==> src/source_line_sanitizer_unit_macros.svh <==
// Assertion macros shared by the source line sanitizer RTL.
`ifndef SOURCE_LINE_SANITIZER_UNIT_MACROS_SVH
`define SOURCE_LINE_SANITIZER_UNIT_MACROS_SVH

`ifndef SYNTHESIS
// Same-cycle implication, checked at every rising edge outside reset.
`define SLS_ASSERT_IMPLY(name, clk, rst, ante, cons) \
   name: assert property (@(posedge clk) disable iff (rst) (ante) |-> (cons)) \
      else $error("source line sanitizer: assertion failed");
// Next-cycle implication, checked at every rising edge outside reset.
`define SLS_ASSERT_NEXT(name, clk, rst, ante, cons) \
   name: assert property (@(posedge clk) disable iff (rst) (ante) |=> (cons)) \
      else $error("source line sanitizer: assertion failed");
`else
`define SLS_ASSERT_IMPLY(name, clk, rst, ante, cons)
`define SLS_ASSERT_NEXT(name, clk, rst, ante, cons)
`endif

`endif

==> src/sls_pkg.sv <==
// Types and constants for the source line sanitizer.
package sls_pkg;

   // Item kinds on the request channel.
   localparam logic KIND_CHAR = 1'b0;
   localparam logic KIND_EOL  = 1'b1;

   // Characters with a special meaning.
   localparam logic [7:0] CHAR_GT     = 8'h3E;
   localparam logic [7:0] CHAR_LT     = 8'h3C;
   localparam logic [7:0] CHAR_DQUOTE = 8'h22;
   localparam logic [7:0] CHAR_SEMI   = 8'h3B;
   localparam logic [7:0] CHAR_SPACE  = 8'h20;
   localparam logic [7:0] CHAR_TAB    = 8'h09;
   localparam logic [7:0] CHAR_CR     = 8'h0D;

   // Configuration default.
   localparam logic [15:0] MAX_LENGTH_RESET = 16'd256;

   // Result queue geometry; one item gives at most three results.
   localparam int FIFO_DEPTH  = 4;
   localparam int MAX_PUSH    = 3;
   localparam int PTR_WIDTH   = $clog2(FIFO_DEPTH);
   localparam int COUNT_WIDTH = $clog2(FIFO_DEPTH + 1);

   // One result transaction.
   typedef struct packed {
      logic       out_valid;
      logic [7:0] out_char;
      logic       line_done;
      logic       line_ok;
      logic       last;
   } rsp_entry_type;

endpackage

==> src/source_line_sanitizer_unit.sv <==
// Source line sanitizer: comment removal, quote passthrough, whitespace cleanup.
//
// Usage: the request channel carries one transaction per input byte
// (req_kind = 0, byte on req_char_in) or an end-of-line marker
// (req_kind = 1). The response channel returns cleaned bytes and, for each
// end-of-line marker, a closing status transaction with rsp_line_done and
// rsp_line_ok; rsp_last marks the final response caused by a request.
// A byte request gives at most one response, an end-of-line request up to
// three (two bytes and the status).
// Responses for a request are in the result queue in the cycle after
// acceptance; because of the one-byte lookahead and the held-back output
// byte, a character shows up only once later requests push it out.
// Throughput: one request per cycle while the receiver keeps up. The four
// entry result queue drains one response per cycle and must have room for
// three entries, so after an end-of-line request req_stall stays high while
// the extra responses drain.
// Reset clears all line and comment state, empties the result queue and
// sets max_length to 256. When the receiver raises rsp_stall the queue
// holds its head entry steady and fills; req_stall then rises from the
// registered fill level. max_length is written through csr_wr_en/csr_wr_data.
`include "source_line_sanitizer_unit_macros.svh"

module source_line_sanitizer_unit
   import sls_pkg::*;
(
   input  logic        clock,
   input  logic        reset,
   // Configuration write
   input  logic        csr_wr_en,
   input  logic [15:0] csr_wr_data,
   // Request channel
   input  logic        req_valid,
   output logic        req_stall,
   input  logic        req_kind,
   input  logic [7:0]  req_char_in,
   // Response channel
   output logic        rsp_valid,
   input  logic        rsp_stall,
   output logic        rsp_out_valid,
   output logic [7:0]  rsp_out_char,
   output logic        rsp_line_done,
   output logic        rsp_line_ok,
   output logic        rsp_last
);

   // Line state registers.
   logic [15:0] max_len_ff;
   logic        comment_ff, comment_in;
   logic        quote_ff, quote_in;
   logic [7:0]  pend_byte_ff, pend_byte_in;
   logic        pend_valid_ff, pend_valid_in;
   logic [7:0]  held_byte_ff, held_byte_in;
   logic        held_valid_ff, held_valid_in;
   logic [7:0]  prev_byte_ff, prev_byte_in;
   logic [15:0] out_count_ff, out_count_in;
   logic        trunc_ff, trunc_in;

   // Result queue.
   rsp_entry_type          fifo_ff [FIFO_DEPTH];
   logic [PTR_WIDTH-1:0]   wr_ptr_ff, wr_ptr_in;
   logic [PTR_WIDTH-1:0]   rd_ptr_ff, rd_ptr_in;
   logic [COUNT_WIDTH-1:0] count_ff, count_in;

   // Combinational working signals.
   logic          accept;
   logic          pop;
   logic          is_eol;
   logic [15:0]   limit;
   logic          run;
   logic          emit_en;
   logic [7:0]    emit_byte;
   logic          both;
   logic          set_trunc;
   logic          comment_p;
   logic          quote_p;
   logic          rel_en;
   logic [7:0]    held_b1;
   logic          held_v1;
   logic [15:0]   count1;
   logic [7:0]    prev1;
   logic          flush_en;
   logic          line_empty;
   logic [7:0]    last_byte;
   logic          line_ok;
   rsp_entry_type cand [MAX_PUSH];
   logic          cand_v [MAX_PUSH];
   rsp_entry_type push_data [MAX_PUSH];
   logic [1:0]    push_num;

   // Whitespace is tab through carriage return, or space.
   function automatic logic is_ws(input logic [7:0] c);
      is_ws = (c == CHAR_SPACE) || ((c >= CHAR_TAB) && (c <= CHAR_CR));
   endfunction

   assign accept    = req_valid && !req_stall;
   assign pop       = rsp_valid && !rsp_stall;
   assign is_eol    = (req_kind == KIND_EOL);
   assign req_stall = (count_ff > COUNT_WIDTH'(FIFO_DEPTH - MAX_PUSH));

   // Process the pending byte with the incoming byte as lookahead.
   always_comb begin
      limit     = (max_len_ff > 16'd2) ? (max_len_ff - 16'd2) : '0;
      run       = accept && pend_valid_ff && !trunc_ff &&
                  (is_eol || (req_char_in != 8'd0));
      emit_en   = 1'b0;
      emit_byte = '0;
      both      = 1'b0;
      set_trunc = 1'b0;
      comment_p = comment_ff;
      quote_p   = quote_ff;
      if (run) begin
         if (out_count_ff >= limit) begin
            set_trunc = 1'b1;
         end else if (!quote_ff && !comment_ff && pend_byte_ff == CHAR_GT &&
                      !is_eol && req_char_in == CHAR_GT) begin
            comment_p = 1'b1;
            both      = 1'b1;
         end else if (!quote_ff && comment_ff && pend_byte_ff == CHAR_LT &&
                      !is_eol && req_char_in == CHAR_LT) begin
            comment_p = 1'b0;
            both      = 1'b1;
         end else if (!comment_ff) begin
            if (pend_byte_ff == CHAR_DQUOTE) begin
               quote_p   = !quote_ff;
               emit_en   = 1'b1;
               emit_byte = pend_byte_ff;
            end else if (quote_ff) begin
               emit_en   = 1'b1;
               emit_byte = pend_byte_ff;
            end else if (is_ws(pend_byte_ff)) begin
               // Collapse whitespace; never at line start, end or after a space.
               if (out_count_ff != 16'd0 && held_valid_ff &&
                   held_byte_ff != CHAR_SPACE && !is_eol && !is_ws(req_char_in)) begin
                  emit_en   = 1'b1;
                  emit_byte = CHAR_SPACE;
               end
            end else begin
               emit_en   = 1'b1;
               emit_byte = pend_byte_ff;
            end
         end
      end

      // An emitted byte releases the held byte and takes its place.
      rel_en  = emit_en && held_valid_ff;
      held_b1 = emit_en ? emit_byte : held_byte_ff;
      held_v1 = emit_en || held_valid_ff;
      count1  = emit_en ? (out_count_ff + 16'd1) : out_count_ff;
      prev1   = rel_en ? held_byte_ff : prev_byte_ff;
   end

   // Next state and line closing status.
   always_comb begin
      comment_in    = comment_ff;
      quote_in      = quote_ff;
      pend_byte_in  = pend_byte_ff;
      pend_valid_in = pend_valid_ff;
      held_byte_in  = held_byte_ff;
      held_valid_in = held_valid_ff;
      prev_byte_in  = prev_byte_ff;
      out_count_in  = out_count_ff;
      trunc_in      = trunc_ff;
      flush_en      = 1'b0;
      line_empty    = 1'b1;
      last_byte     = '0;
      line_ok       = 1'b0;
      if (accept) begin
         if (!is_eol) begin
            // Zero bytes and bytes after truncation are ignored.
            if (req_char_in != 8'd0 && !trunc_ff) begin
               comment_in    = comment_p;
               quote_in      = quote_p;
               held_byte_in  = held_b1;
               held_valid_in = held_v1;
               prev_byte_in  = prev1;
               out_count_in  = count1;
               trunc_in      = set_trunc;
               if (pend_valid_ff && (set_trunc || both)) begin
                  pend_valid_in = 1'b0;
               end else begin
                  pend_valid_in = 1'b1;
                  pend_byte_in  = req_char_in;
               end
            end
         end else begin
            // Flush the held byte unless it is a trailing space.
            flush_en = held_v1 && (held_b1 != CHAR_SPACE);
            if (!held_v1) begin
               line_empty = 1'b1;
               last_byte  = '0;
            end else if (held_b1 != CHAR_SPACE) begin
               line_empty = 1'b0;
               last_byte  = held_b1;
            end else begin
               line_empty = (count1 < 16'd2);
               last_byte  = prev1;
            end
            line_ok       = line_empty || (last_byte == CHAR_SEMI);
            comment_in    = comment_p;
            prev_byte_in  = flush_en ? held_b1 : prev1;
            quote_in      = 1'b0;
            held_valid_in = 1'b0;
            out_count_in  = '0;
            trunc_in      = 1'b0;
            pend_valid_in = 1'b0;
         end
      end
   end

   // Candidate responses in order, then packed into consecutive slots.
   always_comb begin
      cand[0]   = '{out_valid: 1'b1, out_char: held_byte_ff, line_done: 1'b0,
                    line_ok: 1'b0, last: !is_eol};
      cand[1]   = '{out_valid: 1'b1, out_char: held_b1, line_done: 1'b0,
                    line_ok: 1'b0, last: 1'b0};
      cand[2]   = '{out_valid: 1'b0, out_char: 8'd0, line_done: 1'b1,
                    line_ok: line_ok, last: 1'b1};
      cand_v[0] = rel_en;
      cand_v[1] = accept && is_eol && flush_en;
      cand_v[2] = accept && is_eol;

      push_data[0] = cand_v[0] ? cand[0] : (cand_v[1] ? cand[1] : cand[2]);
      push_data[1] = (cand_v[0] && cand_v[1]) ? cand[1] : cand[2];
      push_data[2] = cand[2];
      push_num     = 2'(cand_v[0]) + 2'(cand_v[1]) + 2'(cand_v[2]);

      wr_ptr_in = wr_ptr_ff + PTR_WIDTH'(push_num);
      rd_ptr_in = rd_ptr_ff + PTR_WIDTH'(pop);
      count_in  = count_ff + COUNT_WIDTH'(push_num) - COUNT_WIDTH'(pop);
   end

   // Control and line state registers.
   always_ff @(posedge clock) begin
      if (reset) begin
         max_len_ff    <= MAX_LENGTH_RESET;
         comment_ff    <= 1'b0;
         quote_ff      <= 1'b0;
         pend_valid_ff <= 1'b0;
         held_valid_ff <= 1'b0;
         prev_byte_ff  <= '0;
         out_count_ff  <= '0;
         trunc_ff      <= 1'b0;
         wr_ptr_ff     <= '0;
         rd_ptr_ff     <= '0;
         count_ff      <= '0;
      end else begin
         if (csr_wr_en) begin
            max_len_ff <= csr_wr_data;
         end
         comment_ff    <= comment_in;
         quote_ff      <= quote_in;
         pend_valid_ff <= pend_valid_in;
         held_valid_ff <= held_valid_in;
         prev_byte_ff  <= prev_byte_in;
         out_count_ff  <= out_count_in;
         trunc_ff      <= trunc_in;
         wr_ptr_ff     <= wr_ptr_in;
         rd_ptr_ff     <= rd_ptr_in;
         count_ff      <= count_in;
      end
   end

   // Payload registers and result queue storage.
   always_ff @(posedge clock) begin
      pend_byte_ff <= pend_byte_in;
      held_byte_ff <= held_byte_in;
      for (int i = 0; i < MAX_PUSH; i++) begin
         if (2'(i) < push_num) begin
            fifo_ff[wr_ptr_ff + PTR_WIDTH'(i)] <= push_data[i];
         end
      end
   end

   // Head of the result queue drives the response channel.
   assign rsp_valid     = (count_ff != '0);
   assign rsp_out_valid = fifo_ff[rd_ptr_ff].out_valid;
   assign rsp_out_char  = fifo_ff[rd_ptr_ff].out_char;
   assign rsp_line_done = fifo_ff[rd_ptr_ff].line_done;
   assign rsp_line_ok   = fifo_ff[rd_ptr_ff].line_ok;
   assign rsp_last      = fifo_ff[rd_ptr_ff].last;

   // The queue never holds more entries than it has.
   `SLS_ASSERT_IMPLY(a_fifo_bound, clock, reset, 1'b1, count_ff <= COUNT_WIDTH'(FIFO_DEPTH))
   // A status transaction carries no byte and closes its request.
   `SLS_ASSERT_IMPLY(a_status_last, clock, reset, rsp_valid && rsp_line_done, rsp_last && !rsp_out_valid)
   // An end-of-line transaction leaves a clean line state behind.
   `SLS_ASSERT_NEXT(a_eol_clears, clock, reset, accept && is_eol, !held_valid_ff && !pend_valid_ff && !trunc_ff && out_count_ff == '0)
   // A held byte always counts as output of the current line.
   `SLS_ASSERT_IMPLY(a_held_counted, clock, reset, held_valid_ff, out_count_ff != '0)
   // Truncation discards the lookahead byte.
   `SLS_ASSERT_IMPLY(a_trunc_no_pend, clock, reset, trunc_ff, !pend_valid_ff)

endmodule
==> config.mk <==
export PLATFORM = sky130hd
export DESIGN_NAME = source_line_sanitizer_unit
export DESIGN_NICKNAME = d
export VERILOG_FILES = /design/src/sls_pkg.sv /design/src/source_line_sanitizer_unit.sv
export VERILOG_INCLUDE_DIRS = /design/src /design/src/src
export SDC_FILE = /design/constraint.sdc
export NUM_CORES = 1
export LEC_CHECK = 0
export ABC_AREA = 1
export BUFFER_PORTS_ARGS = -buffer_cell sky130_fd_sc_hd__buf_4
export CAP_MARGIN = 25
export CORE_UTILIZATION = 39
export DETAILED_ROUTE_END_ITERATION = 8
export PLACE_DENSITY = 0.64
export REMOVE_ABC_BUFFERS = 1
export SYNTH_ARGS = -nofsm -noshare
export SYNTH_HDL_FRONTEND = slang
export SYNTH_SLANG_ARGS = --single-unit
==> constraint.sdc <==
create_clock -name clock -period 6.7 [get_ports clock]
set_input_delay 0.67 -clock clock [delete_from_list [all_inputs] [get_ports clock]]
set_output_delay 0.67 -clock clock [all_outputs]
set_load 0.05 [all_outputs]
* Yosys cells after proc, flatten, opt, wreduce, memory -nomap -nowiden
Memories as Yosys holds them, arrays and structs flattened. A register that Yosys moved wholly into a read port is not among the register bits. Cells that the tools add are included.
Storage, ports and cells: bits in registers 68, bits in latches 0, bits in writable memories 48, memory bits (read-only) 0, input port bits 30, output and inout bits 14, word-level logic and storage cells 176, memories 1
Operators by class: add/sub/neg operators 10, $mul 0, divide/modulo/power cells 0, $lt $le $gt $ge 11, equal/unequal tests 14, shift-type cells 0, multiplexer cells 76, bitwise operators 2, reduce and logical (&&, ||, !) cells 49
Memory list:
- fifo_ff | depth 4, bits a word 12, read ports 1, clocked after memory_dff 1, write ports 3, RTL line source_line_sanitizer_unit.sv:59 | rsp_entry_type fifo_ff [FIFO_DEPTH];
Operator list (count):
- $mux W8 | 17
- $eq A8 B6 Y1 const B | 8
- $mux W16 | 4
- $mux W1 | 50
- $mux W12 | 3
- $logic_and A1 B1 Y1 | 26
- $add A16 B1 Y16 const B | 1
- $ge A16 B16 Y1 | 1
- $ge A8 B4 Y1 const B | 2
- $gt A16 B2 Y1 const B | 1
- $le A8 B4 Y1 const B | 2
- $lt A16 B2 Y1 const B | 1
- $ne A8 B6 Y1 const B | 2
- $reduce_bool A16 Y1 | 1
- $sub A16 B2 Y16 const B | 1
- $ne A2 B2 Y1 const B | 4
- $reduce_and A8 Y1 | 1
- $reduce_bool A8 Y1 | 1
- $logic_not A1 Y1 | 7
- $logic_or A1 B1 Y1 | 6
- $mux W6 | 1
- $reduce_bool A2 Y1 | 3
- $add A2 B1 Y2 | 2
- $lt A1 B2 Y1 const A | 2
- 14 further kinds | 15

* Logic depth before layout (Yosys ltp)
Gate-level depths: netlist of the first run.
depth in word-level cells 26, gate-level depth with buffers 39, gate-level depth less buffers 37

* Worst setup path after synthesis of the first run
Ideal clock, no wire load.
path type register to register, from reg max_len_ff[3], to reg count_ff[2], setup time 120 ps, data arrival time 4985 ps, required time 6580 ps, setup slack 1595 ps, cell stages (with the launch flop) 32, buffers on the path 2, period minus slack after synthesis 5105 ps, cells stage by stage dfxtp_1 -> nor2_1 -> nand2_1 -> nor2_1 -> nand2_1 -> inv_1 -> o21ai_0 -> clkbuf_1 -> nand3_1 -> ha_1 -> a21oi_1 -> o21ai_0 -> a21oi_1 -> nand3_1 -> nor2_4 -> buf_6 -> nand2_2 -> nand2_2 -> nand2_1 -> nor2_4 -> nand2_8 -> nand3_4 -> inv_4 -> fa_1 -> inv_1 -> ha_1 -> inv_1 -> ha_1 -> fa_1 -> xor2_1 -> o21ai_0 -> a21oi_1
On the way: cells in the longest elaborated chain, start to end 15, elaborated cells between the ends (all ways) 20, classes of those cells add/sub (5); order compare (2); eq/ne (1); mux (8); reduce/logical (4)
Ends and longest elaborated chain:
- start: declaration | RTL line source_line_sanitizer_unit.sv:47 | logic [15:0] max_len_ff;
- start signal: assignment | RTL line source_line_sanitizer_unit.sv:248 | max_len_ff <= csr_wr_data;
- $sub A16 B2 Y16 or $gt A16 B2 Y1 (tied branches) | RTL line source_line_sanitizer_unit.sv:102 | limit = (max_len_ff > 16'd2) ? (max_len_ff - 16'd2) : '0;
- $mux W16 (*) | RTL line source_line_sanitizer_unit.sv:102
- $ge A16 B16 Y1 (*) | RTL line source_line_sanitizer_unit.sv:112 | if (out_count_ff >= limit) begin
- $mux W8 or $mux W1 (tied branches) | RTL line source_line_sanitizer_unit.sv:112
- $mux W8 or $mux W1 (tied branches) | RTL line source_line_sanitizer_unit.sv:111 | if (run) begin
- $mux W8 | RTL line source_line_sanitizer_unit.sv:146 | held_b1 = emit_en ? emit_byte : held_byte_ff;
- $ne A8 B6 Y1 | RTL line source_line_sanitizer_unit.sv:187 | flush_en = held_v1 && (held_b1 != CHAR_SPACE);
- $logic_and A1 B1 Y1 | RTL line source_line_sanitizer_unit.sv:187
- $mux W1 | RTL line source_line_sanitizer_unit.sv:168 | if (!is_eol) begin
- $mux W1 | RTL line source_line_sanitizer_unit.sv:167 | if (accept) begin
- $logic_and A1 B1 Y1 | RTL line source_line_sanitizer_unit.sv:219 | cand_v[1] = accept && is_eol && flush_en;
- $add A1 B1 Y2 (*) | RTL line source_line_sanitizer_unit.sv:225 | push_num = 2'(cand_v[0]) + 2'(cand_v[1]) + 2'(cand_v[2]);
- $add A2 B1 Y2 (*) | RTL line source_line_sanitizer_unit.sv:225
- $add A3 B2 Y3 (*) | RTL line source_line_sanitizer_unit.sv:229 | count_in = count_ff + COUNT_WIDTH'(push_num) - COUNT_WIDTH'(pop);
- $sub A3 B1 Y3 (*) | RTL line source_line_sanitizer_unit.sv:229
- end signal: assignment | RTL line source_line_sanitizer_unit.sv:259 | count_ff <= count_in;
- end: declaration | RTL line source_line_sanitizer_unit.sv:62 | logic [COUNT_WIDTH-1:0] count_ff, count_in;
Every way passes the cells marked *; elsewhere a longest branch is shown, timed or not. A chain may end at the register's enable or synchronous reset.

==> reports/summary.json, run 1 <==
{
  "first_global_vias": {"value": 6996},
  "tritoncts": {"value": "done"},
  "end_kind": {"value": "flop"},
  "timing.critical_path.from_type": {"value": "flop"},
  "setup-tns-final": {"value": 0, "unit": "ps"},
  "cts_resized": {"value": 0},
  "drv.max_cap_violation_count": {"value": 0},
  "power-per-cell-area": {"value": 305, "unit": "nW/um2"},
  "synth.ff_latch_count": {"value": 116},
  "io_pins": {"value": 44},
  "max-slew-margin-rel": {"value": 42.7, "unit": "%"},
  "cp.buffers_inverters": {"value": 8},
  "synth.yosys.seq_area_share": {"value": 33.0, "unit": "%"},
  "cts.repair_timing.setup_buffer_count": {"value": 0},
  "post-route-drc-count": {"value": 0},
  "power.ir.vdd_worst": {"value": 0.000203, "unit": "V"},
  "finalWirelength": {"value": 21100, "unit": "um"},
  "crit_fanout": {"value": 10},
  "timing.final.setup_violations": {"value": 0},
  "clock_latency": {"value": 430, "unit": "ps"},
  "synth_area_per_cell": {"value": 6.42, "unit": "um2"},
  "floorplan.die.width": {"value": 142, "unit": "um"},
  "ys_types": {"value": 43},
  "finalHoldWorstSlack": {"value": 422, "unit": "ps"},
  "final_max_slew_viol_count": {"value": 0},
  "clk_transition_reported_paths": {"value": 60, "unit": "ps"},
  "path_delay_family": {"value": "simple AND/OR/NAND/NOR gates"},
  "port_buffers": {"value": 43},
  "cts-hold-fix-buffers": {"value": 0},
  "place.detailed.hpwl": {"value": 15200, "unit": "um"},
  "hold_class": {"value": "in -> reg"},
  "yosysWarningCount": {"value": 0},
  "setup_crit_path_kind": {"value": "reg -> reg"},
  "rsz0062_at_grt": {"value": "no"},
  "share_of_the_cycle_needed_by_the_critical_path_after_routing": {"value": 91.2, "unit": "%"},
  "synth_instances": {"value": 1192},
  "grt_remaining_overflow": {"value": 0},
  "num-nets-final": {"value": 1285},
  "placeableCoreArea": {"value": 19000, "unit": "um2"},
  "detailroute.via_count": {"value": 7673},
  "numCtsBuffers": {"value": 17},
  "floorplan.initialDensity": {"value": 40.4, "unit": "%"},
  "fmax": {"value": 164, "unit": "MHz"},
  "antenna_cells": {"value": 0},
  "cts_max_path_bufs": {"value": 2},
  "timing_worst_slew_pin_value": {"value": 859, "unit": "ps"},
  "antenna_found_initial": {"value": 0},
  "grt_max_degree": {"value": 33},
  "outcome": {"value": "completed"},
  "post_route_antenna_net_violation_count": {"value": 0},
  "detail_route.wl_per_cell": {"value": 14.0, "unit": "um"},
  "drt-vias-per-instance": {"value": 5.11},
  "std_cell_rows": {"value": 50},
  "gr-usage-all-layers": {"value": 21.6, "unit": "%"},
  "layout-drive-gt1-share": {"value": 10.9, "unit": "%"},
  "cts_num_sinks": {"value": 116},
  "worst_path_arrival": {"value": 6480, "unit": "ps"},
  "required": {"value": 7080, "unit": "ps"},
  "gpl.final_weighted_congestion": {"value": 0.877},
  "critical-path-max-stage-delay": {"value": 530, "unit": "ps"},
  "dr.first_iter.drc_count": {"value": 745},
  "grt_first_pass_wirelength": {"value": 34200, "unit": "um"},
  "cts_root_buffer": {"value": "sky130_fd_sc_hd__clkbuf_16"},
  "total_leakage_power": {"value": 4.30, "unit": "nW"},
  "die-area": {"value": 20200, "unit": "um2"},
  "die_height": {"value": 142, "unit": "um"},
  "clock_skew": {"value": 8.32, "unit": "ps"},
  "post-route-min-period": {"value": 6110, "unit": "ps"},
  "netlist_area": {"value": 7650, "unit": "um2"},
  "htreeDepth": {"value": 4},
  "hold_violations": {"value": 0},
  "fin_util": {"value": 46.9, "unit": "%"},
  "area.growth.synth_to_final": {"value": 16.2, "unit": "%"},
  "timing.critical_path.mode_cell": {"value": "sky130_fd_sc_hd__nand2_1"},
  "worst_path_max_delay_cell": {"value": "sky130_fd_sc_hd__o21ai_0"},
  "drt_first_pass_iters": {"value": 6}
}
power by group:
part / internal (mW) / leakage, nW / switching, mW / total (mW)
Combinational: 0.242 / 2.99 / 0.579 / 0.821
Sequential: 0.788 / 0.967 / 0.0507 / 0.839
Clock: 0.707 / 0.337 / 0.348 / 1.06
Total: 1.74 / 4.30 / 0.977 / 2.72
cells in the final DEF (no fill, tap or decap), types with 12 or more instances in the layout:
master,count
sky130_fd_sc_hd__inv_1,150
sky130_fd_sc_hd__a21oi_1,41
sky130_fd_sc_hd__clkbuf_16,21
sky130_fd_sc_hd__buf_4,55
sky130_fd_sc_hd__nor2_1,139
sky130_fd_sc_hd__edfxtp_1,20
sky130_fd_sc_hd__nand3_1,144
sky130_fd_sc_hd__dfxtp_1,96
sky130_fd_sc_hd__o21ai_0,74
sky130_fd_sc_hd__nand2_1,328
sky130_fd_sc_hd__ha_1,24
sky130_fd_sc_hd__nor3_1,13
sky130_fd_sc_hd__o22ai_1,12
logic make-up after synthesis:
| kind of cell | after synthesis | synth area share, % |
|---|---|---|
| AOI/OAI and AO/OA | 150 | 10.7 |
| buffers and inverters | 202 | 10.7 |
| adders and majority gates | 26 | 4.45 |
| and+or+nand+nor | 687 | 40.0 |
| DFF | 116 | 33.0 |
| xor gates and xnor gates | 11 | 1.26 |
layout make-up:
cell class	instances	area, um2
Fill cell	1944	10100
Inverter	165	622
Timing Repair Buffer	55	413
Multi-Input combinational cell	874	4320
Tap cell	260	325
Sequential cell	116	2520
Clock inverter	7	124
Clock buffer	25	571
routing by layer:
metal	track usage (%)	vias to the layer above	routed length, um
met5	0	-	0
met2	36.1	254	9670
met3	3.60	37	1220
met1	27.6	3449	9750
li1	-	3933	-
met4	8.38	0	432
sequential cells by signal (all words and copies together) (netlist names):
signal and cells:
out_count_ff 16, prev_byte_ff 8, pend_byte_ff 8, trunc_ff 1, held_valid_ff 1, fifo_ff 48
held_byte_ff 8, count_ff 3, quote_ff 1, max_len_ff 16, pend_valid_ff 1, rd_ptr_ff 2
wr_ptr_ff 2, comment_ff 1
synthesized netlist by cell type, drive strengths merged:
cell    count  share of area (%)
nor4       10               0.82
or2         6               0.49
xor2        9                1.0
dfxtp      96                 25
fa          2               0.52
a31o        1               0.11
o22ai      12               0.98
nand3b      5               0.49
inv       160                7.9
buf        12                1.3
o211ai      9               0.88
nand3     149                 10
nor2      149                8.2
o32ai       3               0.34
a211oi      1              0.098
a21o        2               0.20
o21ai      79                5.2
xnor2       2               0.23
nand4      11                1.1
nor3       13               0.85
a21boi      1              0.098
edfxtp     20                7.8
clkinv      5               0.25
a21oi      42                2.8
nand2     344                 18
ha         24                3.9
clkbuf     25                1.2
worst reg2reg max path: cells and delay by family, from the launching register on:
kind / cells / cell delay [ps]
flip-flops: 1 / 400
AND/OR/NAND/NOR: 25 / 3260
buffers and inverters: 8 / 1080
adder cells (fa/ha/maj): 2 / 770
AO/OA/AOI/OAI: 1 / 530
metrics by stage:
step           area [um2]  setup slack [ps]  power (mW)  std cells
4_1_cts              8890               690        2.71       1502
5_1_grt              8890              38.9        2.84       1502
6_report             8890               592        2.72       1502
3_5_place_dp         8200               717        1.67       1470
2_1_floorplan        7460               916        1.41       1155
3_3_place_gp         8200               901        1.66       1470
worst paths after layout:
check	cells past startpoint	slack [ps]	end	startpoint
worst max-delay path	36	590	fifo_ff[2][7]	max_len_ff[3]
worst min-delay path	1	420	pend_byte_ff[7]	req_char_in[7]
worst max register to register	36	590	fifo_ff[2][7]	max_len_ff[3]
worst min register to register	2	460	fifo_ff[2][2]	fifo_ff[2][2]
No activity file was read; power rests on OpenSTA's default activity.
==> run 2, diff against run 1 <==
--- a/config.mk
+++ b/config.mk
@@ -9,9 +9,11 @@
 export ABC_AREA = 1
 export BUFFER_PORTS_ARGS = -buffer_cell sky130_fd_sc_hd__buf_4
 export CAP_MARGIN = 25
-export CORE_UTILIZATION = 39
+export CELL_PAD_IN_SITES_DETAIL_PLACEMENT = 1
+export CELL_PAD_IN_SITES_GLOBAL_PLACEMENT = 2
+export CORE_UTILIZATION = 34
 export DETAILED_ROUTE_END_ITERATION = 8
-export PLACE_DENSITY = 0.64
+export PLACE_DENSITY = 0.89
 export REMOVE_ABC_BUFFERS = 1
 export SYNTH_ARGS = -nofsm -noshare
 export SYNTH_HDL_FRONTEND = slang
==> run 2 against run 1 <==
Combinational power grew 1%. Via count grew 2.1%. Largest power group unchanged. Non-clock buffer count shrank 1. Final cell count grew 1.3%. Total power shrank 3.5%. Clock power shrank 11%. Highest routed layer unchanged. Sequential power grew 0.5%. Wire length grew 18%. Critical path type unchanged. Sequential share of layout area grew 0.19 points. Global-route usage grew 0.95 points. Setup slack gained 29 ps.
==> reports/summary.json, run 2 (synthesis gave the netlist of run 1 again) <==
{
  "outcome": {"value": "completed", "change": "unchanged"},
  "htreeDepth": {"value": 4, "change": "unchanged"},
  "fin_total_pwr": {"value": 2.62, "unit": "mW", "change": "was 2.72 mW"},
  "post-route-drc-count": {"value": 0, "change": "unchanged"},
  "antenna_found_initial": {"value": 0, "change": "unchanged"},
  "grt_max_degree": {"value": 33, "change": "unchanged"},
  "std_cell_rows": {"value": 54, "change": "was 50"},
  "top_layer": {"value": "met4", "change": "unchanged"},
  "finalHoldWorstSlack": {"value": 430, "unit": "ps", "change": "was 422 ps"},
  "cts_max_path_bufs": {"value": 2, "change": "unchanged"},
  "rsz0062_at_grt": {"value": "no", "change": "unchanged"},
  "dr.first_iter.drc_count": {"value": 365, "change": "was 745"},
  "fmax": {"value": 164, "unit": "MHz", "change": "about the same"},
  "floorplan.initialDensity": {"value": 34.9, "unit": "%", "change": "was 40.4%"},
  "timing.critical_path.mode_cell": {"value": "sky130_fd_sc_hd__nand2_1", "change": "unchanged"},
  "setup-tns-final": {"value": 0, "unit": "ps", "change": "unchanged"},
  "drv.max_cap_violation_count": {"value": 0, "change": "unchanged"},
  "drt_first_pass_iters": {"value": 5, "change": "was 6"},
  "clk_transition_reported_paths": {"value": 60, "unit": "ps", "change": "about the same"},
  "fill_cells": {"value": 2853, "change": "was 1,944"},
  "area.growth.synth_to_final": {"value": 15.4, "unit": "%", "change": "was 16.2%"},
  "power-per-cell-area": {"value": 297, "unit": "nW/um2", "change": "was 305 nW/um2"},
  "crit_fanout": {"value": 15, "change": "was 10"},
  "routed_wl_met2": {"value": 11900, "unit": "um", "change": "was 9670 um"},
  "hold_class": {"value": "in -> reg", "change": "unchanged"},
  "final_cell_mix": {"value": "328 x sky130_fd_sc_hd__nand2_1, 150 x sky130_fd_sc_hd__inv_1, 144 x sky130_fd_sc_hd__nand3_1", "change": "unchanged"},
  "timing.final.setup_violations": {"value": 0, "change": "unchanged"},
  "timing_worst_slew_pin_value": {"value": 1130, "unit": "ps", "change": "was 859 ps"},
  "die_height": {"value": 152, "unit": "um", "change": "was 142 um"},
  "num-nets-final": {"value": 1284, "change": "was 1,285"},
  "detailed_place.area": {"value": 8230, "unit": "um2", "change": "was 8200 um2"},
  "power.ir.vdd_worst": {"value": 0.000178, "unit": "V", "change": "was 0.000203 V"},
  "grt_remaining_overflow": {"value": 0, "change": "unchanged"},
  "clock_skew": {"value": 17.1, "unit": "ps", "change": "was 8.32 ps"},
  "layout-drive-gt1-share": {"value": 11.0, "unit": "%", "change": "was 10.9%"},
  "worst_path_max_delay_cell": {"value": "sky130_fd_sc_hd__nor2_1", "change": "was sky130_fd_sc_hd__o21ai_0"},
  "final_max_slew_viol_count": {"value": 0, "change": "unchanged"},
  "post_route_antenna_net_violation_count": {"value": 0, "change": "unchanged"},
  "first_global_vias": {"value": 7839, "change": "was 6,996"},
  "finalWirelength": {"value": 24800, "unit": "um", "change": "was 21,100 um"},
  "clock_latency": {"value": 440, "unit": "ps", "change": "was 430 ps"},
  "gr-usage-all-layers": {"value": 22.5, "unit": "%", "change": "was 21.6%"},
  "place.detailed.hpwl": {"value": 18200, "unit": "um", "change": "was 15,200 um"},
  "die-area": {"value": 23100, "unit": "um2", "change": "was 20,200 um2"},
  "critical-path-max-stage-delay": {"value": 860, "unit": "ps", "change": "was 530 ps"},
  "total_leakage_power": {"value": 4.24, "unit": "nW", "change": "was 4.30 nW"},
  "drt-vias-per-instance": {"value": 5.15, "change": "was 5.11"},
  "floorplan.die.width": {"value": 152, "unit": "um", "change": "was 142 um"},
  "cts_root_buffer": {"value": "sky130_fd_sc_hd__clkbuf_16", "change": "unchanged"},
  "numCtsBuffers": {"value": 17, "change": "unchanged"},
  "cts_num_sinks": {"value": 116, "change": "unchanged"},
  "largest_reg_flops": {"value": 48, "change": "unchanged"},
  "max_flop_register": {"value": "fifo_ff", "change": "unchanged"},
  "max-slew-margin-rel": {"value": 24.6, "unit": "%", "change": "was 42.7%"},
  "placeableCoreArea": {"value": 22000, "unit": "um2", "change": "was 19,000 um2"},
  "detail_route.wl_per_cell": {"value": 16.3, "unit": "um", "change": "was 14.0 um"},
  "share_of_the_cycle_needed_by_the_critical_path_after_routing": {"value": 90.7, "unit": "%", "change": "was 91.2%"},
  "timing.critical_path.from_type": {"value": "flop", "change": "unchanged"},
  "detailroute.via_count": {"value": 7837, "change": "was 7,673"},
  "gpl.final_weighted_congestion": {"value": 0.829, "change": "was 0.877"},
  "cts-hold-fix-buffers": {"value": 0, "change": "unchanged"},
  "end_kind": {"value": "flop", "change": "unchanged"},
  "top_regs": {"value": "fifo_ff (48), max_len_ff (16), out_count_ff (16)", "change": "unchanged"},
  "setup_crit_path_kind": {"value": "reg -> reg", "change": "unchanged"},
  "grt_first_pass_wirelength": {"value": 41100, "unit": "um", "change": "was 34,200 um"},
  "tritoncts": {"value": "done", "change": "unchanged"},
  "hold_violations": {"value": 0, "change": "unchanged"},
  "port_buffers": {"value": 43, "change": "unchanged"},
  "met3WireLength": {"value": 756, "unit": "um", "change": "was 1220 um"},
  "required": {"value": 6850, "unit": "ps", "change": "was 7080 ps"},
  "fin_util": {"value": 40.2, "unit": "%", "change": "was 46.9%"},
  "io_pins": {"value": 44, "change": "unchanged"},
  "antenna_cells": {"value": 0, "change": "unchanged"},
  "m1WireLength": {"value": 11900, "unit": "um", "change": "was 9750 um"},
  "worst_path_arrival": {"value": 6230, "unit": "ps", "change": "was 6480 ps"},
  "final_cell_area": {"value": 8830, "unit": "um2", "change": "was 8890 um2"},
  "post-route-min-period": {"value": 6080, "unit": "ps", "change": "was 6110 ps"},
  "final_common_cell": {"value": "sky130_fd_sc_hd__nand2_1", "change": "unchanged"}
}
## run 2: repair_timing
action                                  CTS  global route
buffers inserted                          0             0
gates resized for setup                   0             3
endpoints found under the setup margin    0            16
## run 2: path summary, 6_finish.rpt
path | cells past startpoint | startpoint | slack, ps | to
worst max-delay path | 31 | max_len_ff[1] | 620 | fifo_ff[2][1]
worst min register to register | 2 | fifo_ff[2][2] | 460 | fifo_ff[2][2]
worst min-delay path | 1 | req_char_in[7] | 430 | pend_byte_ff[7]
worst max register to register | 31 | max_len_ff[1] | 620 | fifo_ff[2][1]
## run 2: per-layer routing
layer  global-route usage, %  up-vias
met1                    29.2     3773
met2                    38.2      119
met4                    7.05        0
li1                        -     3921
met3                    3.57       24
met5                       0        -
## run 2: metrics by stage
step | setup WS (ps) | cells
after floorplan | 916 | 1155
after CTS | 417 | 1521
after detailed placement | 470 | 1489
after global placement | 583 | 1488
after global routing | 50.7 | 1521
final | 621 | 1521
## run 2: final cells by class
type                            count  area (um2)  share of cell area (%)
Sequential cell                   116        2520                    28.6
Timing Repair Buffer               54         413                    4.67
Tap cell                          280         350                    3.97
Clock buffer                       19         443                    5.01
Multi-Input combinational cell    874        4330                    49.0
Clock inverter                     13         156                    1.77
Inverter                          165         622                    7.04
## run 2: report_power, final
part / internal (mW) / total, mW / switching (mW)
registers: 0.788 / 0.843 / 0.0554
clock network: 0.592 / 0.948 / 0.356
logic: 0.243 / 0.830 / 0.586
total: 1.62 / 2.62 / 0.998
## run 2: critical path, delay by kind of cell (launching register included)
| family | cells | cell delay (ps) |
|---|---|---|
| AND/OR/NAND/NOR | 18 | 3260 |
| adder cells (fa/ha/maj) | 3 | 740 |
| flip-flops | 1 | 310 |
| buffers and inverters | 6 | 850 |
| XOR/XNOR | 1 | 170 |
| AO/OA/AOI/OAI | 3 | 420 |
==> run 3, diff against run 2 <==
--- a/config.mk
+++ b/config.mk
@@ -13,6 +13,7 @@
 export CELL_PAD_IN_SITES_GLOBAL_PLACEMENT = 2
 export CORE_UTILIZATION = 34
 export DETAILED_ROUTE_END_ITERATION = 8
+export MAX_ROUTING_LAYER = met4
 export PLACE_DENSITY = 0.89
 export REMOVE_ABC_BUFFERS = 1
 export SYNTH_ARGS = -nofsm -noshare
==> run 3 against run 2 <==
Worst hold slack gained 1.6 ps. Total power is essentially flat. Clock-buffer cell count is the same. Maximum frequency grew 0.66%. Core utilization is the same. Final cell count is the same. First-iteration DRC count grew 10%. Clock power is essentially flat. Clock skew grew 2.7 ps. Non-clock buffer count is the same. Flip-flop and latch count is the same. Critical endpoint is now fifo_ff[1][2]. Largest cell class unchanged.
==> reports/summary.json, run 3 (synthesis gave the netlist of run 1 again) <==
{
  "max-slew-margin-rel": {"value": 26.4, "unit": "%", "change": "was 24.6%"},
  "power-per-cell-area": {"value": 297, "unit": "nW/um2", "change": "about the same"},
  "grt_remaining_overflow": {"value": 0, "change": "unchanged"},
  "dp_worst_setup_slack": {"value": 470, "unit": "ps", "change": "unchanged"},
  "std_cell_rows": {"value": 54, "change": "unchanged"},
  "seq_power_share": {"value": 32.1, "unit": "%", "change": "was 32.2%"},
  "globalRoute.busiestLayer": {"value": "met2", "change": "unchanged"},
  "port_buffers": {"value": 43, "change": "unchanged"},
  "hold_violations": {"value": 0, "change": "unchanged"},
  "numCtsBuffers": {"value": 17, "change": "unchanged"},
  "end_kind": {"value": "flop", "change": "unchanged"},
  "top_regs": {"value": "fifo_ff (48), max_len_ff (16), out_count_ff (16)", "change": "unchanged"},
  "clock_latency": {"value": 440, "unit": "ps", "change": "about the same"},
  "grt_use_met2": {"value": 38.4, "unit": "%", "change": "was 38.2%"},
  "final_max_slew_viol_count": {"value": 0, "change": "unchanged"},
  "setup.worst_path.start": {"value": "max_len_ff[1]", "change": "unchanged"},
  "area.growth.synth_to_final": {"value": 15.4, "unit": "%", "change": "unchanged"},
  "layout-drive-gt1-share": {"value": 11.0, "unit": "%", "change": "unchanged"},
  "total_leakage_power": {"value": 4.24, "unit": "nW", "change": "unchanged"},
  "grt_max_degree": {"value": 33, "change": "unchanged"},
  "timing.final.setup_violations": {"value": 0, "change": "unchanged"},
  "cts_max_path_bufs": {"value": 2, "change": "unchanged"},
  "post-route-drc-count": {"value": 0, "change": "unchanged"},
  "worst_r2r_startpoint": {"value": "max_len_ff[1]", "change": "unchanged"},
  "critical-path-max-stage-delay": {"value": 490, "unit": "ps", "change": "was 860 ps"},
  "detailroute.via_count": {"value": 7842, "change": "was 7,837"},
  "internal_power": {"value": 1.62, "unit": "mW", "change": "about the same"},
  "cts_num_sinks": {"value": 116, "change": "unchanged"},
  "htreeDepth": {"value": 4, "change": "unchanged"},
  "antenna_found_initial": {"value": 0, "change": "unchanged"},
  "fill_cells": {"value": 2853, "change": "unchanged"},
  "finalWirelength": {"value": 24800, "unit": "um", "change": "about the same"},
  "num-nets-final": {"value": 1284, "change": "unchanged"},
  "die-area": {"value": 23100, "unit": "um2", "change": "unchanged"},
  "setup-tns-final": {"value": 0, "unit": "ps", "change": "unchanged"},
  "first_global_vias": {"value": 7832, "change": "was 7,839"},
  "drt_first_pass_iters": {"value": 4, "change": "was 5"},
  "placeableCoreArea": {"value": 22000, "unit": "um2", "change": "unchanged"},
  "post_route_antenna_net_violation_count": {"value": 0, "change": "unchanged"},
  "cts_resized": {"value": 0, "change": "unchanged"},
  "final_cell_mix": {"value": "328 x sky130_fd_sc_hd__nand2_1, 150 x sky130_fd_sc_hd__inv_1, 144 x sky130_fd_sc_hd__nand3_1", "change": "unchanged"},
  "die_height": {"value": 152, "unit": "um", "change": "unchanged"},
  "timing_worst_slew_pin_value": {"value": 1100, "unit": "ps", "change": "was 1130 ps"},
  "detail_route.wl_per_cell": {"value": 16.3, "unit": "um", "change": "about the same"},
  "required": {"value": 7030, "unit": "ps", "change": "was 6850 ps"},
  "tritoncts": {"value": "done", "change": "unchanged"},
  "part_of_the_power_in_the_clock_network": {"value": 36.1, "unit": "%", "change": "was 36.2%"},
  "io_pins": {"value": 44, "change": "unchanged"},
  "rsz0062_at_grt": {"value": "no", "change": "unchanged"},
  "antenna_cells": {"value": 0, "change": "unchanged"},
  "grt_util_met3": {"value": 3.48, "unit": "%", "change": "was 3.57%"},
  "hold_class": {"value": "in -> reg", "change": "unchanged"},
  "timing.critical_path.mode_cell": {"value": "sky130_fd_sc_hd__nand2_1", "change": "unchanged"},
  "combPwrFrac": {"value": 31.7, "unit": "%", "change": "about the same"},
  "post-route-min-period": {"value": 6040, "unit": "ps", "change": "was 6080 ps"},
  "clock_skew": {"value": 19.8, "unit": "ps", "change": "was 17.1 ps"},
  "gpl.final_weighted_congestion": {"value": 0.842, "change": "was 0.829"},
  "share_of_the_cycle_needed_by_the_critical_path_after_routing": {"value": 90.1, "unit": "%", "change": "was 90.7%"},
  "worstHoldStart": {"value": "req_char_in[7]", "change": "unchanged"},
  "cts.repair_timing.setup_buffer_count": {"value": 0, "change": "unchanged"},
  "floorplan.initialDensity": {"value": 34.9, "unit": "%", "change": "unchanged"},
  "final_common_cell": {"value": "sky130_fd_sc_hd__nand2_1", "change": "unchanged"},
  "fmax": {"value": 166, "unit": "MHz", "change": "was 164 MHz"},
  "power_switching": {"value": 1.00, "unit": "mW", "change": "was 0.998 mW"},
  "setup_crit_path_kind": {"value": "reg -> reg", "change": "unchanged"},
  "timing.critical_path.from_type": {"value": "flop", "change": "unchanged"},
  "dr.first_iter.drc_count": {"value": 402, "change": "was 365"},
  "cts-hold-fix-buffers": {"value": 0, "change": "unchanged"},
  "clk_transition_reported_paths": {"value": 60, "unit": "ps", "change": "about the same"},
  "outcome": {"value": "completed", "change": "unchanged"},
  "worst_path_arrival": {"value": 6370, "unit": "ps", "change": "was 6230 ps"},
  "drt-vias-per-instance": {"value": 5.16, "change": "was 5.15"},
  "grt_first_pass_wirelength": {"value": 41100, "unit": "um", "change": "about the same"},
  "holdPathStages": {"value": 1, "change": "unchanged"},
  "place.detailed.hpwl": {"value": 18200, "unit": "um", "change": "unchanged"},
  "worst_path_max_delay_cell": {"value": "sky130_fd_sc_hd__fa_1", "change": "was sky130_fd_sc_hd__nor2_1"},
  "netSwitchingFraction": {"value": 38.1, "unit": "%", "change": "about the same"},
  "met1_usage": {"value": 29.1, "unit": "%", "change": "was 29.2%"},
  "largest_reg_flops": {"value": 48, "change": "unchanged"},
  "power.ir.vdd_worst": {"value": 0.000178, "unit": "V", "change": "about the same"},
  "crit_fanout": {"value": 12, "change": "was 15"},
  "max_flop_register": {"value": "fifo_ff", "change": "unchanged"},
  "timing.reg2reg.worst_path_depth": {"value": 34, "change": "was 31"},
  "drv.max_cap_violation_count": {"value": 0, "change": "unchanged"},
  "gr-usage-all-layers": {"value": 23.2, "unit": "%", "change": "was 22.5%"},
  "cts_root_buffer": {"value": "sky130_fd_sc_hd__clkbuf_16", "change": "unchanged"},
  "postLayoutSetupSlackWorst": {"value": 660, "unit": "ps", "change": "was 621 ps"},
  "floorplan.die.width": {"value": 152, "unit": "um", "change": "unchanged"}
}
run 3: cell counts in the layout (fill, tap and decap cells not counted):
No cell type changed its count.
run 3: path summary, 6_finish.rpt:
kind	end	slack (ps)
max reg2reg	fifo_ff[1][2]	660
min reg2reg	fifo_ff[2][2]	460
max	fifo_ff[1][2]	660
min	pend_byte_ff[7]	430
run 3: final cells by class:
class / instances / area (um2) / area share, %
repair buffers: 54 / 413 / 4.67
clock inverters: 13 / 156 / 1.77
well taps: 280 / 350 / 3.97
clock buffers: 19 / 443 / 5.01
flip-flops and latches: 116 / 2520 / 28.6
multi-input cells: 874 / 4330 / 49.0
inverters: 165 / 622 / 7.04
run 3: stage by stage:
step | cell area [um2] | hold WS (ps) | power, mW | utilization (%) | std cells
after floorplan | 7460 | 424 | 1.41 | - | 1155
after global placement | 8210 | 437 | 1.67 | 37.4 | 1488
after detailed placement | 8230 | 452 | 1.69 | 37.5 | 1489
after CTS | 8830 | 413 | 2.64 | 40.2 | 1521
after global routing | 8830 | 420 | 2.77 | 40.2 | 1521
final | 8830 | 432 | 2.62 | 40.2 | 1521
run 3: metal layers:
metal	routed length [um]	share of wire [%]
met1	11900	48
met2	11900	48
met3	685	2.8
met4	374	1.5
met5	0	0
run 3: power groups by stage:
stage | clock network (mW) | registers [mW] | logic, mW
3_3_place_gp | 0 | 0.855 | 0.816
3_5_place_dp | 0 | 0.856 | 0.833
5_1_grt | 0.993 | 0.852 | 0.922
2_1_floorplan | 0 | 0.847 | 0.566
6_report | 0.948 | 0.843 | 0.832
4_1_cts | 0.963 | 0.843 | 0.837
run 3: worst max-delay path, delay by kind of cell (launching register included):
family | cells | cell delay [ps]
XOR/XNOR | 1 | 170
AO/OA/AOI/OAI | 3 | 420
flip-flops | 1 | 310
AND/OR/NAND/NOR | 19 | 3260
buffers and inverters | 8 | 740
adder cells (fa/ha/maj) | 3 | 1000
